**src/rtl/byte_alu_execute_with_flags_unit_macros.svh**
```systemverilog
// Assertion macros shared by the byte ALU execute unit.
`ifndef BYTE_ALU_EXECUTE_WITH_FLAGS_UNIT_MACROS_SVH
`define BYTE_ALU_EXECUTE_WITH_FLAGS_UNIT_MACROS_SVH

`ifndef ASSERT_OFF

// Same-cycle implication, checked out of reset.
`define BAFU_ASSERT_IMPL(label, clk, rst_n, ante, cons) \
  label: assert property (@(posedge clk) disable iff (!(rst_n)) (ante) |-> (cons)) \
    else $error("assertion failed: same-cycle implication");

// Next-cycle implication, checked out of reset.
`define BAFU_ASSERT_NEXT(label, clk, rst_n, ante, cons) \
  label: assert property (@(posedge clk) disable iff (!(rst_n)) (ante) |=> (cons)) \
    else $error("assertion failed: next-cycle implication");

`else

`define BAFU_ASSERT_IMPL(label, clk, rst_n, ante, cons)
`define BAFU_ASSERT_NEXT(label, clk, rst_n, ante, cons)

`endif

`endif

```
**src/rtl/bafu_pkg.sv**
```systemverilog
// Shared types, widths and constants of the byte ALU execute unit.
`default_nettype none

package bafu_pkg;

  // Field widths
  localparam int unsigned CMD_W     = 4;
  localparam int unsigned REG_IDX_W = 6;
  localparam int unsigned BYTE_W    = 8;
  localparam int unsigned PC_W      = 16;
  localparam int unsigned FLAGS_W   = 5;

  // Default sizes of the register file and data memory
  localparam int unsigned NUM_REGS_DEF   = 64;
  localparam int unsigned DATA_DEPTH_DEF = 256;

  // Status bit positions
  localparam int unsigned FLAG_C_BIT = 4;
  localparam int unsigned FLAG_V_BIT = 3;
  localparam int unsigned FLAG_N_BIT = 2;
  localparam int unsigned FLAG_S_BIT = 1;
  localparam int unsigned FLAG_Z_BIT = 0;

  typedef enum logic [CMD_W-1:0] {
    CMD_ADD  = 4'd0,
    CMD_SUB  = 4'd1,
    CMD_MUL  = 4'd2,
    CMD_XOR  = 4'd3,
    CMD_BR   = 4'd4,
    CMD_MOVI = 4'd5,
    CMD_BEQZ = 4'd6,
    CMD_ANDI = 4'd7,
    CMD_SAL  = 4'd8,
    CMD_SAR  = 4'd9,
    CMD_LDR  = 4'd10,
    CMD_STR  = 4'd11
  } cmd_e;

  // Outcome of one instruction, from the ALU to the write-back logic
  typedef struct packed {
    logic [BYTE_W-1:0]  result;
    logic [FLAGS_W-1:0] flags;
    logic               taken;
    logic [PC_W-1:0]    target;
    logic               rf_we;
    logic               dm_we;
    logic               flags_we;
  } alu_res_t;

endpackage

`default_nettype wire

```
**src/rtl/bafu_if.sv**
```systemverilog
// Valid/ready channel interfaces for instruction items and result items.
`default_nettype none

interface bafu_in_if;
  import bafu_pkg::*;

  logic                 valid;
  logic                 ready;
  logic [CMD_W-1:0]     command;
  logic [REG_IDX_W-1:0] dest_reg;
  logic [REG_IDX_W-1:0] src_reg;
  logic [BYTE_W-1:0]    imm;
  logic [PC_W-1:0]      pc;

  modport source (output valid, command, dest_reg, src_reg, imm, pc, input ready);
  modport sink   (input valid, command, dest_reg, src_reg, imm, pc, output ready);
endinterface

interface bafu_out_if;
  import bafu_pkg::*;

  logic               valid;
  logic               ready;
  logic [BYTE_W-1:0]  result_value;
  logic [FLAGS_W-1:0] flags;
  logic               branch_taken;
  logic [PC_W-1:0]    branch_target;

  modport source (output valid, result_value, flags, branch_taken, branch_target,
                  input ready);
  modport sink   (input valid, result_value, flags, branch_taken, branch_target,
                  output ready);
endinterface

`default_nettype wire

```
**src/rtl/bafu_ram.sv**
```systemverilog
// Generic single-write, single-read RAM with registered read data.
`default_nettype none

module bafu_ram #(
  parameter int unsigned WIDTH = 8,
  parameter int unsigned DEPTH = 64,
  parameter int unsigned AW    = (DEPTH > 1) ? $clog2(DEPTH) : 1
) (
  input  logic             clk_i,
  input  logic             we_i,
  input  logic [AW-1:0]    waddr_i,
  input  logic [WIDTH-1:0] wdata_i,
  input  logic             re_i,
  input  logic [AW-1:0]    raddr_i,
  output logic [WIDTH-1:0] rdata_o
);

  logic [WIDTH-1:0] mem_q [DEPTH];

  // Write port
  always_ff @(posedge clk_i) begin
    if (we_i) begin
      mem_q[waddr_i] <= wdata_i;
    end
  end

  // Registered read port, returns the old data on a same-edge write
  always_ff @(posedge clk_i) begin
    if (re_i) begin
      rdata_o <= mem_q[raddr_i];
    end
  end

endmodule

`default_nettype wire

```
**src/rtl/bafu_alu.sv**
```systemverilog
// Byte ALU: arithmetic, logic, shifts, branches and load/store selection.
`default_nettype none

module bafu_alu (
  input  logic [bafu_pkg::CMD_W-1:0]   cmd_i,
  input  logic [bafu_pkg::BYTE_W-1:0]  a_i,
  input  logic [bafu_pkg::BYTE_W-1:0]  b_i,
  input  logic [bafu_pkg::BYTE_W-1:0]  mem_i,
  input  logic                         mem_ok_i,
  input  logic [bafu_pkg::BYTE_W-1:0]  imm_i,
  input  logic [bafu_pkg::PC_W-1:0]    pc_i,
  input  logic [bafu_pkg::FLAGS_W-1:0] flags_i,
  output bafu_pkg::alu_res_t           res_o
);
  import bafu_pkg::*;

  cmd_e               cmd;
  logic [BYTE_W:0]    sum;
  logic [BYTE_W-1:0]  diff;
  logic signed [2*BYTE_W-1:0] prod;
  logic signed [BYTE_W-1:0]   sar_v;
  logic               shift_big;
  logic [PC_W-1:0]    beqz_tgt;
  logic [FLAGS_W-1:0] nf;
  logic [BYTE_W-1:0]  res;

  assign cmd       = cmd_e'(cmd_i);
  assign sum       = {1'b0, a_i} + {1'b0, b_i};
  assign diff      = a_i - b_i;
  assign prod      = $signed(a_i) * $signed(b_i);
  assign sar_v     = $signed(a_i) >>> imm_i[2:0];
  assign shift_big = |imm_i[BYTE_W-1:3];
  assign beqz_tgt  = pc_i + {{(PC_W-1){1'b0}}, 1'b1} + {{(PC_W-BYTE_W){imm_i[BYTE_W-1]}}, imm_i};

  // Decode the command into result, new flags and write enables
  always_comb begin
    res            = '0;
    nf             = '0;
    res_o.taken    = 1'b0;
    res_o.target   = '0;
    res_o.rf_we    = 1'b0;
    res_o.dm_we    = 1'b0;
    res_o.flags_we = 1'b0;
    case (cmd)
      CMD_ADD: begin
        res                = sum[BYTE_W-1:0];
        nf[FLAG_C_BIT]     = sum[BYTE_W];
        nf[FLAG_V_BIT]     = (a_i[7] == b_i[7]) && (a_i[7] != res[7]);
        nf[FLAG_N_BIT]     = res[7];
        nf[FLAG_Z_BIT]     = (res == '0);
        nf[FLAG_S_BIT]     = nf[FLAG_N_BIT] ^ nf[FLAG_V_BIT];
        res_o.rf_we        = 1'b1;
        res_o.flags_we     = 1'b1;
      end
      CMD_SUB: begin
        res                = diff;
        nf[FLAG_V_BIT]     = (a_i[7] != b_i[7]) && (a_i[7] != res[7]);
        nf[FLAG_N_BIT]     = res[7];
        nf[FLAG_Z_BIT]     = (res == '0);
        nf[FLAG_S_BIT]     = nf[FLAG_N_BIT] ^ nf[FLAG_V_BIT];
        res_o.rf_we        = 1'b1;
        res_o.flags_we     = 1'b1;
      end
      CMD_MUL: begin
        res                = prod[BYTE_W-1:0];
        nf[FLAG_N_BIT]     = prod[2*BYTE_W-1];
        nf[FLAG_Z_BIT]     = (prod == '0);
        res_o.rf_we        = 1'b1;
        res_o.flags_we     = 1'b1;
      end
      CMD_XOR, CMD_ANDI, CMD_SAL, CMD_SAR: begin
        case (cmd)
          CMD_XOR:  res = a_i ^ b_i;
          CMD_ANDI: res = a_i & imm_i;
          CMD_SAL:  res = shift_big ? '0 : (a_i << imm_i[2:0]);
          default:  res = shift_big ? {BYTE_W{a_i[7]}} : sar_v;
        endcase
        nf[FLAG_N_BIT]     = res[7];
        nf[FLAG_S_BIT]     = res[7];
        nf[FLAG_Z_BIT]     = (res == '0);
        res_o.rf_we        = 1'b1;
        res_o.flags_we     = 1'b1;
      end
      CMD_BR: begin
        res_o.taken  = 1'b1;
        res_o.target = {a_i, b_i};
      end
      CMD_MOVI: begin
        res         = imm_i;
        res_o.rf_we = 1'b1;
      end
      CMD_BEQZ: begin
        if (a_i == '0) begin
          res_o.taken  = 1'b1;
          res_o.target = beqz_tgt;
        end
      end
      CMD_LDR: begin
        res         = mem_ok_i ? mem_i : '0;
        res_o.rf_we = 1'b1;
      end
      CMD_STR: begin
        res         = mem_ok_i ? a_i : '0;
        res_o.dm_we = mem_ok_i;
      end
      default: begin
        res = '0;
      end
    endcase
    res_o.result = res;
    res_o.flags  = res_o.flags_we ? nf : flags_i;
  end

endmodule

`default_nettype wire

```
**src/rtl/byte_alu_execute_with_flags_unit.sv**
```systemverilog
// Top level of the byte ALU execute unit: RAM read, execute, write back, result register.
`default_nettype none
`include "byte_alu_execute_with_flags_unit_macros.svh"

// Byte ALU execute unit. Takes one instruction item per clock while the output
// is not stalled and returns one result item per instruction, in order. The
// edge that accepts an item starts the register-file and data-memory reads; the
// edge on which the execute stage then advances executes it, writes back and
// loads the result register, which offers the result item. Sustained rate is
// one item per cycle while the output is not stalled, with the read/modify/write
// through the register file and data memory RAMs and the previous instruction's
// write forwarded to the one behind it. After reset a clearing pass over
// max(NUM_REGS, DATA_DEPTH) addresses (256 with the default sizes) writes zero
// to every register and memory byte; the input is held off until it ends.
// Output stalls hold the execute stage; input is taken when it is empty or moves.
module byte_alu_execute_with_flags_unit #(
  parameter int unsigned NUM_REGS   = bafu_pkg::NUM_REGS_DEF,
  parameter int unsigned DATA_DEPTH = bafu_pkg::DATA_DEPTH_DEF
) (
  input  logic clk_i,
  input  logic rst_ni,
  bafu_in_if.sink    in_i,
  bafu_out_if.source out_o
);
  import bafu_pkg::*;

  localparam int unsigned RF_AW = (NUM_REGS > 1) ? $clog2(NUM_REGS) : 1;
  localparam int unsigned DM_AW = (DATA_DEPTH > 1) ? $clog2(DATA_DEPTH) : 1;
  localparam logic [8:0]  RF_LIMIT = 9'(NUM_REGS);
  localparam logic [8:0]  DM_LIMIT = 9'(DATA_DEPTH);
  localparam int unsigned CLR_N    = (NUM_REGS > DATA_DEPTH) ? NUM_REGS : DATA_DEPTH;
  localparam logic [8:0]  CLR_LAST = 9'(CLR_N - 1);

  // Handshake
  logic in_acc;
  logic s1_adv;

  // Execute stage
  logic                 s1_valid_q;
  logic [CMD_W-1:0]     s1_cmd_q;
  logic [REG_IDX_W-1:0] s1_rd_q;
  logic [REG_IDX_W-1:0] s1_rs_q;
  logic [BYTE_W-1:0]    s1_imm_q;
  logic [PC_W-1:0]      s1_pc_q;

  // Status register
  logic [FLAGS_W-1:0] flags_q;

  // RAM read data
  logic [BYTE_W-1:0] rf_a_q;
  logic [BYTE_W-1:0] rf_b_q;
  logic [BYTE_W-1:0] dm_q;

  // Clearing pass after reset
  logic       clr_busy_q;
  logic [8:0] clr_cnt_q;

  // RAM write ports
  logic              rf_wen;
  logic [RF_AW-1:0]  rf_waddr;
  logic [BYTE_W-1:0] rf_wdata;
  logic              dm_wen;
  logic [DM_AW-1:0]  dm_waddr;
  logic [BYTE_W-1:0] dm_wdata;

  // Last-write forwarding
  logic                 fwd_rf_v_q;
  logic [REG_IDX_W-1:0] fwd_rf_addr_q;
  logic [BYTE_W-1:0]    fwd_rf_data_q;
  logic                 fwd_dm_v_q;
  logic [BYTE_W-1:0]    fwd_dm_addr_q;
  logic [BYTE_W-1:0]    fwd_dm_data_q;

  // Output register
  logic               out_valid_q;
  logic [BYTE_W-1:0]  out_result_q;
  logic [FLAGS_W-1:0] out_flags_q;
  logic               out_taken_q;
  logic [PC_W-1:0]    out_target_q;

  // Operand selection
  logic [7:0]        in_rd_ext;
  logic [7:0]        in_rs_ext;
  logic [7:0]        s1_rd_ext;
  logic [RF_AW-1:0]  s1_rd_idx;
  logic [DM_AW-1:0]  s1_dm_idx;
  logic              rd_ok;
  logic              rs_ok;
  logic              dm_ok;
  logic [BYTE_W-1:0] op_a;
  logic [BYTE_W-1:0] op_b;
  logic [BYTE_W-1:0] op_mem;
  alu_res_t          alu_res;
  logic              rf_we;
  logic              dm_we;

  assign s1_adv     = s1_valid_q && (!out_valid_q || out_o.ready);
  assign in_i.ready = !clr_busy_q && (!s1_valid_q || s1_adv);
  assign in_acc     = in_i.valid && in_i.ready;

  assign in_rd_ext = {2'b00, in_i.dest_reg};
  assign in_rs_ext = {2'b00, in_i.src_reg};
  assign s1_rd_ext = {2'b00, s1_rd_q};
  assign s1_rd_idx = s1_rd_ext[RF_AW-1:0];
  assign s1_dm_idx = s1_imm_q[DM_AW-1:0];

  assign rd_ok = ({3'b000, s1_rd_q} < RF_LIMIT);
  assign rs_ok = ({3'b000, s1_rs_q} < RF_LIMIT);
  assign dm_ok = ({1'b0, s1_imm_q} < DM_LIMIT);

  // Pick forwarded, stored or out-of-range value for each operand
  always_comb begin
    op_a = '0;
    if (rd_ok) begin
      if (fwd_rf_v_q && (fwd_rf_addr_q == s1_rd_q)) begin
        op_a = fwd_rf_data_q;
      end else begin
        op_a = rf_a_q;
      end
    end
    op_b = '0;
    if (rs_ok) begin
      if (fwd_rf_v_q && (fwd_rf_addr_q == s1_rs_q)) begin
        op_b = fwd_rf_data_q;
      end else begin
        op_b = rf_b_q;
      end
    end
    op_mem = '0;
    if (dm_ok) begin
      if (fwd_dm_v_q && (fwd_dm_addr_q == s1_imm_q)) begin
        op_mem = fwd_dm_data_q;
      end else begin
        op_mem = dm_q;
      end
    end
  end

  bafu_alu u_alu (
    .cmd_i    (s1_cmd_q),
    .a_i      (op_a),
    .b_i      (op_b),
    .mem_i    (op_mem),
    .mem_ok_i (dm_ok),
    .imm_i    (s1_imm_q),
    .pc_i     (s1_pc_q),
    .flags_i  (flags_q),
    .res_o    (alu_res)
  );

  assign rf_we = s1_adv && alu_res.rf_we && rd_ok;
  assign dm_we = s1_adv && alu_res.dm_we;

  // Clear the register file and data memory after reset
  always_ff @(posedge clk_i or negedge rst_ni) begin
    if (!rst_ni) begin
      clr_busy_q <= 1'b1;
      clr_cnt_q  <= '0;
    end else if (clr_busy_q) begin
      clr_cnt_q <= clr_cnt_q + 9'd1;
      if (clr_cnt_q == CLR_LAST) begin
        clr_busy_q <= 1'b0;
      end
    end
  end

  // Steer the write ports to the clearing pass or to write-back
  assign rf_wen   = clr_busy_q ? (clr_cnt_q < RF_LIMIT) : rf_we;
  assign rf_waddr = clr_busy_q ? clr_cnt_q[RF_AW-1:0] : s1_rd_idx;
  assign rf_wdata = clr_busy_q ? '0 : alu_res.result;
  assign dm_wen   = clr_busy_q ? (clr_cnt_q < DM_LIMIT) : dm_we;
  assign dm_waddr = clr_busy_q ? clr_cnt_q[DM_AW-1:0] : s1_dm_idx;
  assign dm_wdata = clr_busy_q ? '0 : op_a;

  // Register file, two copies for two read ports
  bafu_ram #(.WIDTH(BYTE_W), .DEPTH(NUM_REGS), .AW(RF_AW)) u_rf_a (
    .clk_i   (clk_i),
    .we_i    (rf_wen),
    .waddr_i (rf_waddr),
    .wdata_i (rf_wdata),
    .re_i    (in_acc),
    .raddr_i (in_rd_ext[RF_AW-1:0]),
    .rdata_o (rf_a_q)
  );

  bafu_ram #(.WIDTH(BYTE_W), .DEPTH(NUM_REGS), .AW(RF_AW)) u_rf_b (
    .clk_i   (clk_i),
    .we_i    (rf_wen),
    .waddr_i (rf_waddr),
    .wdata_i (rf_wdata),
    .re_i    (in_acc),
    .raddr_i (in_rs_ext[RF_AW-1:0]),
    .rdata_o (rf_b_q)
  );

  // Data memory
  bafu_ram #(.WIDTH(BYTE_W), .DEPTH(DATA_DEPTH), .AW(DM_AW)) u_dm (
    .clk_i   (clk_i),
    .we_i    (dm_wen),
    .waddr_i (dm_waddr),
    .wdata_i (dm_wdata),
    .re_i    (in_acc),
    .raddr_i (in_i.imm[DM_AW-1:0]),
    .rdata_o (dm_q)
  );

  // Advance the execute stage
  always_ff @(posedge clk_i or negedge rst_ni) begin
    if (!rst_ni) begin
      s1_valid_q <= 1'b0;
    end else if (in_i.ready) begin
      s1_valid_q <= in_i.valid;
    end
  end

  always_ff @(posedge clk_i) begin
    if (in_acc) begin
      s1_cmd_q <= in_i.command;
      s1_rd_q  <= in_i.dest_reg;
      s1_rs_q  <= in_i.src_reg;
      s1_imm_q <= in_i.imm;
      s1_pc_q  <= in_i.pc;
    end
  end

  // Update status
  always_ff @(posedge clk_i or negedge rst_ni) begin
    if (!rst_ni) begin
      flags_q <= '0;
    end else if (s1_adv && alu_res.flags_we) begin
      flags_q <= alu_res.flags;
    end
  end

  // Capture the write that coincides with the next item's read
  always_ff @(posedge clk_i or negedge rst_ni) begin
    if (!rst_ni) begin
      fwd_rf_v_q <= 1'b0;
      fwd_dm_v_q <= 1'b0;
    end else if (in_acc) begin
      fwd_rf_v_q <= rf_we;
      fwd_dm_v_q <= dm_we;
    end
  end

  always_ff @(posedge clk_i) begin
    if (in_acc) begin
      fwd_rf_addr_q <= s1_rd_q;
      fwd_rf_data_q <= alu_res.result;
      fwd_dm_addr_q <= s1_imm_q;
      fwd_dm_data_q <= op_a;
    end
  end

  // Result register
  always_ff @(posedge clk_i or negedge rst_ni) begin
    if (!rst_ni) begin
      out_valid_q <= 1'b0;
    end else if (s1_adv) begin
      out_valid_q <= 1'b1;
    end else if (out_o.ready) begin
      out_valid_q <= 1'b0;
    end
  end

  always_ff @(posedge clk_i) begin
    if (s1_adv) begin
      out_result_q <= alu_res.result;
      out_flags_q  <= alu_res.flags;
      out_taken_q  <= alu_res.taken;
      out_target_q <= alu_res.target;
    end
  end

  assign out_o.valid         = out_valid_q;
  assign out_o.result_value  = out_result_q;
  assign out_o.flags         = out_flags_q;
  assign out_o.branch_taken  = out_taken_q;
  assign out_o.branch_target = out_target_q;

  // Checks
  `BAFU_ASSERT_NEXT(a_hold_on_stall, clk_i, rst_ni,
                    s1_valid_q && out_valid_q && !out_o.ready,
                    s1_valid_q && $stable(s1_cmd_q) && $stable(s1_rd_q))
  `BAFU_ASSERT_NEXT(a_fwd_capture, clk_i, rst_ni,
                    in_acc && rf_we,
                    fwd_rf_v_q && (fwd_rf_addr_q == $past(s1_rd_q)))
  `BAFU_ASSERT_IMPL(a_flags_match, clk_i, rst_ni,
                    out_valid_q,
                    out_flags_q == flags_q)

endmodule

`default_nettype wire
```
**src/flat_wrapper.sv**
```systemverilog
// flat-port wrapper written by rule: the top's interface ports become plain ports
module byte_alu_execute_with_flags_unit_flat import bafu_pkg::*;
#(
  parameter int unsigned NUM_REGS   = bafu_pkg::NUM_REGS_DEF,
  parameter int unsigned DATA_DEPTH = bafu_pkg::DATA_DEPTH_DEF
)
  (clk_i, rst_ni, in_i_valid, in_i_command, in_i_dest_reg, in_i_src_reg, in_i_imm, in_i_pc, in_i_ready, out_o_valid, out_o_result_value, out_o_flags, out_o_branch_taken, out_o_branch_target, out_o_ready);
  bafu_in_if in_i_i ();
  bafu_out_if out_o_i ();
  input  logic clk_i;
  input  logic rst_ni;
  input wire logic [$bits(in_i_i.valid)-1:0] in_i_valid;
  input wire logic [$bits(in_i_i.command)-1:0] in_i_command;
  input wire logic [$bits(in_i_i.dest_reg)-1:0] in_i_dest_reg;
  input wire logic [$bits(in_i_i.src_reg)-1:0] in_i_src_reg;
  input wire logic [$bits(in_i_i.imm)-1:0] in_i_imm;
  input wire logic [$bits(in_i_i.pc)-1:0] in_i_pc;
  output wire logic [$bits(in_i_i.ready)-1:0] in_i_ready;
  output wire logic [$bits(out_o_i.valid)-1:0] out_o_valid;
  output wire logic [$bits(out_o_i.result_value)-1:0] out_o_result_value;
  output wire logic [$bits(out_o_i.flags)-1:0] out_o_flags;
  output wire logic [$bits(out_o_i.branch_taken)-1:0] out_o_branch_taken;
  output wire logic [$bits(out_o_i.branch_target)-1:0] out_o_branch_target;
  input wire logic [$bits(out_o_i.ready)-1:0] out_o_ready;
  assign in_i_i.valid = in_i_valid;
  assign in_i_i.command = in_i_command;
  assign in_i_i.dest_reg = in_i_dest_reg;
  assign in_i_i.src_reg = in_i_src_reg;
  assign in_i_i.imm = in_i_imm;
  assign in_i_i.pc = in_i_pc;
  assign in_i_ready = in_i_i.ready;
  assign out_o_valid = out_o_i.valid;
  assign out_o_result_value = out_o_i.result_value;
  assign out_o_flags = out_o_i.flags;
  assign out_o_branch_taken = out_o_i.branch_taken;
  assign out_o_branch_target = out_o_i.branch_target;
  assign out_o_i.ready = out_o_ready;
  byte_alu_execute_with_flags_unit #(.NUM_REGS(NUM_REGS), .DATA_DEPTH(DATA_DEPTH)) u_core (.clk_i(clk_i), .rst_ni(rst_ni), .in_i(in_i_i), .out_o(out_o_i));
endmodule
```
**config.mk**
```make
export PLATFORM = sky130hd
export DESIGN_NAME = byte_alu_execute_with_flags_unit_flat
export DESIGN_NICKNAME = d
export VERILOG_FILES = /design/src/rtl/bafu_pkg.sv /design/src/rtl/bafu_if.sv /design/src/rtl/bafu_ram.sv /design/src/rtl/bafu_alu.sv /design/src/rtl/byte_alu_execute_with_flags_unit.sv /design/src/flat_wrapper.sv
export VERILOG_INCLUDE_DIRS = /design/src /design/src/rtl
export SDC_FILE = /design/constraint.sdc
export NUM_CORES = 2
export LEC_CHECK = 0
export ABC_AREA = 1
export BUFFER_PORTS_ARGS = -buffer_cell sky130_fd_sc_hd__clkbuf_2
export CAP_MARGIN = 20
export CORE_MARGIN = 1.5
export CORE_UTILIZATION = 46
export CTS_BUF_LIST = sky130_fd_sc_hd__clkbuf_8 sky130_fd_sc_hd__clkbuf_16
export DETAILED_ROUTE_END_ITERATION = 10
export PLACE_DENSITY = 0.69
export SLEW_MARGIN = 20
export SYNTH_ARGS = -nofsm -noshare
export SYNTH_HDL_FRONTEND = slang
export SYNTH_SLANG_ARGS = --single-unit
```
**constraint.sdc**
```tcl
create_clock -name clk_i -period 9.3 [get_ports clk_i]
set_clock_uncertainty 0.2 [all_clocks]
set_input_delay 0.93 -clock clk_i [delete_from_list [all_inputs] [get_ports clk_i]]
set_output_delay 0.93 -clock clk_i [all_outputs]
set_load 0.02 [all_outputs]
```
==> flow_metrics.env <==
export IMPL_critPathSlowestCell="sky130_fd_sc_hd__o21ai_0"
export IMPL_worst_endpoint_required_ns=9.72
export IMPL_detail_route_drc_violations=0
export IMPL_yosysWarningCount=0
export IMPL_post_route_util=0.5109
export IMPL_cp_slowest_stage_delay_ns=0.91
export IMPL_detailroute_wirelength_met2_mm=154.0
export IMPL_grt_first_pass_wirelength_mm=511.3
export IMPL_sequential_cell_area_sq_um=81070
export IMPL_pwr_share_clk=0.388
export IMPL_power_ir_vdd_worst_uv=144.8
export IMPL_synthDominantAreaCellType="sky130_fd_sc_hd__edfxtp_1"
export IMPL_grt_overflow_total=0
export IMPL_worstSetupPathType="reg -> reg"
export IMPL_first_global_vias=79460
export IMPL_crit_path_max_fanout=16
export IMPL_multi_input_comb_area_sq_um=31710
export IMPL_clock_tree_buffer_depth=4
export IMPL_final_period_minus_worst_setup_slack_ns=7.478
export IMPL_wire_per_inst_um=25.83
export IMPL_ys_async_sr_fraction=0.007029
export IMPL_synth_cell_area_sq_um=116800
export IMPL_synthTopCellsByArea="sky130_fd_sc_hd__edfxtp_1 69%, sky130_fd_sc_hd__o21ai_0 8.3%, sky130_fd_sc_hd__nor2_1 7.8%, sky130_fd_sc_hd__o22ai_1 4.8%, sky130_fd_sc_hd__clkbuf_1 1.6%"
export IMPL_synthesized_instance_count=10100
export IMPL_synthesis_area_per_instance_sq_um=11.57
export IMPL_drt_total_wl_mm=346.9
export IMPL_drt_vias_per_instance=6.275
export IMPL_clk_root_buffer_cell="sky130_fd_sc_hd__clkbuf_16"
export IMPL_cp_common_cell="sky130_fd_sc_hd__nor2_1"
export IMPL_power_internal_uw=20970
export IMPL_yosysMostFrequentCell="sky130_fd_sc_hd__edfxtp_1"
export IMPL_outcome="finished clean"
export IMPL_grt_usage=0.2619
export IMPL_rsz0062_at_grt="false"
export IMPL_fp_dieW_um=506.9
export IMPL_placementRows=184
export IMPL_yosysSeqAreaShare=0.6941
export IMPL_postCtsResizedCells=0
export IMPL_timing_fmax_mhz=133.7
export IMPL_top_layer_used="met5"
export IMPL_slew_violations=0
export IMPL_clock_tree_htree_level_count=5
export IMPL_dr_total_vias=84290
export IMPL_final_design_area_no_fill_sq_um=128700
export IMPL_firstDrtPassIters=7
export IMPL_tightest_slew_ns=1.215
export IMPL_placed_cell_area_sq_um=119600
export IMPL_syn2layout_area_growth_pct=10.17
export IMPL_setup_reg_to_reg_worst_slack_ns=1.82
export IMPL_num_io_pins=76
export IMPL_antenna_found_initial=13
export IMPL_start_util=0.4638
export IMPL_place_gp_congestion=0.9388
export IMPL_cp_arrival_ns=7.90
export IMPL_synth_top_cell_area_share=0.6900
export IMPL_seq_power_share=0.490
export IMPL_setup_worst_path_start_class="flop"
export IMPL_pwr_share_comb=0.122
export IMPL_core_region_area_sq_um=251900
export IMPL_synthDistinctLibCells=58
export IMPL_setup_violations_final=0
export IMPL_max_slew_margin_rel=0.1870
export IMPL_drt_antenna_violating_nets=0
export IMPL_timing_max_cap_violations=0
export IMPL_grt_start_max_net_pins=209
export IMPL_fin_nets=10040
export IMPL_clock_pin_slew_worst_setup_and_hold_paths_ns=0.06
export IMPL_synth_edff_count=2684
export IMPL_met1_length_mm=132.5
export IMPL_worstSetupEndpointType="flop"
export IMPL_finalHoldViolations=0
export IMPL_finalCritPeriodShare=0.8041
export IMPL_numCtsBuffers=293
export IMPL_synth_nets=10260
export IMPL_switching_power_uw=7221
export IMPL_ys_top_cells_by_count="2684 x sky130_fd_sc_hd__edfxtp_1, 2431 x sky130_fd_sc_hd__nor2_1, 1941 x sky130_fd_sc_hd__o21ai_0"
export IMPL_p_leak_uw=0.04214
export IMPL_final_setup_tns_ns=0
export IMPL_place_hpwl_mm=198.3
export IMPL_tritoncts="yes"
export IMPL_power_density_cell_area_nw_per_um2=219.1
export IMPL_cts_sinks=2703
export IMPL_fillCellCount=21100
export IMPL_dominantRegCellSynth="sky130_fd_sc_hd__edfxtp_1"
export IMPL_hold_class="in -> reg"
export IMPL_vertical_die_dimension_um=506.9
export IMPL_placement_io_buffers=75
export IMPL_ys_seq_elements=2703
export IMPL_drt_iter0_drc=13410
export IMPL_floorplan_die_area_sq_um=257000
export IMPL_layout_drive_gt1_share=0.06617
export IMPL_swShare=0.2562
export IMPL_clk_insertion_delay_late_ns=0.95
export IMPL_met3_length_mm=44.66
timing repair:
action	4_1_cts	5_1_grt
hold buffers	18	0
buffers inserted	0	0
endpoints found under the hold margin	35	0
routing by layer:
| metal | track usage | vias up |
|---|---|---|
| met5 | 0 | - |
| met2 | 0.3899 | 5886 |
| met1 | 0.3662 | 41090 |
| met3 | 0.06367 | 855 |
| met4 | 0.1133 | 14 |
| li1 | - | 36440 |
worst max-delay path, delay by kind of cell, from the launching register on:
family	cells	cell delay, ns
fa+ha+maj	5	2.18
buf+inv	6	0.99
simple gates	15	2.25
compound gates	3	1.19
flops	1	0.39
registers in the layout (all words and copies together) (netlist names), 9 cells and up:
name,count
u_core.clr_cnt_q,9
u_core.out_o.branch_target,16
u_core.s1_pc_q,16
u_core.u_dm.mem_q,2048
u_core.u_rf_a.mem_q,512
per-stage QoR:
| step | std cells | hold WS, ns | worst slack (ns) | power [uW] |
|---|---|---|---|---|
| final | 13430 | 0.04890 | 1.822 | 28190 |
| after global routing | 13430 | 0.03623 | 1.050 | 29040 |
| after CTS | 13430 | 0.0003737 | 1.758 | 28220 |
| after detailed placement | 12910 | 0.2772 | 1.814 | 17430 |
| after global placement | 12910 | 0.2700 | 1.823 | 17400 |
| after floorplan | 10100 | 0.2393 | 0.4679 | 16310 |
layout by cell type (no fill, tap or decap), drive strengths merged, types with 37 or more instances in the layout:
master,count
o221ai,44
o22ai,903
nor2,2440
ha,63
nand2,455
clkbuf,368
fa,58
a21oi,82
inv,366
o32ai,37
nand3,174
edfxtp,2684
buf,115
clkinv,118
o21ai,1958
worst paths after layout:
kind / from / end / depth (start not counted)
setup / recovery: u_core.fwd_rf_addr_q[5]$_DFFE_PP_ / u_core.out_o.flags[0]$_DFFE_PP_ / 29
hold / removal: in_i_pc[1] / u_core.s1_pc_q[1]$_DFFE_PP_ / 1
setup reg to reg: u_core.fwd_rf_addr_q[5]$_DFFE_PP_ / u_core.out_o.flags[0]$_DFFE_PP_ / 29
hold reg to reg: u_core.s1_rd_idx[1]$_DFFE_PP_ / u_core.fwd_rf_addr_q[1]$_DFFE_PP_ / 0
max in group asynchronous: rst_ni / u_core.flags_q[2]$_DFFE_PN0P_ / 2
min in group asynchronous: rst_ni / u_core.s1_valid_q$_DFFE_PN0P_ / 2
power groups by stage:
stage               combinational [uW]  clock (uW)  sequential (uW)
floorplan                         2160           0            14100
global placement                  3340           0            14100
detailed placement                3370           0            14100
CTS                               3400       11000            13800
global route                      3770       11500            13800
finish                            3440       10900            13800
kinds of logic (layout without fill, tap and decap cells):
family                     count (synthesis)  in the layout  share of synthesized area
AOI/OAI and AO/OA                       3082           3082                     0.1459
xor gates and xnor gates                  40             40                   0.002999
adders and majority gates                121            121                    0.01669
DFF                                     2703           2703                     0.6941
buffers and inverters                   1024           1008                    0.03586
other                                      0              4                          0
and+or+nand+nor                         3126           3126                     0.1045
area by class of cell:
class / instances / area share
flip-flops and latches: 2703 / 0.6300
repair buffers: 200 / 0.01264
clock buffers: 301 / 0.05853
multi-input cells: 6369 / 0.2464
well taps: 3348 / 0.03255
inverters: 312 / 0.009421
diodes: 4 / 0.00007778
clock inverters: 195 / 0.01035
Power figures use the tool's default switching activity.
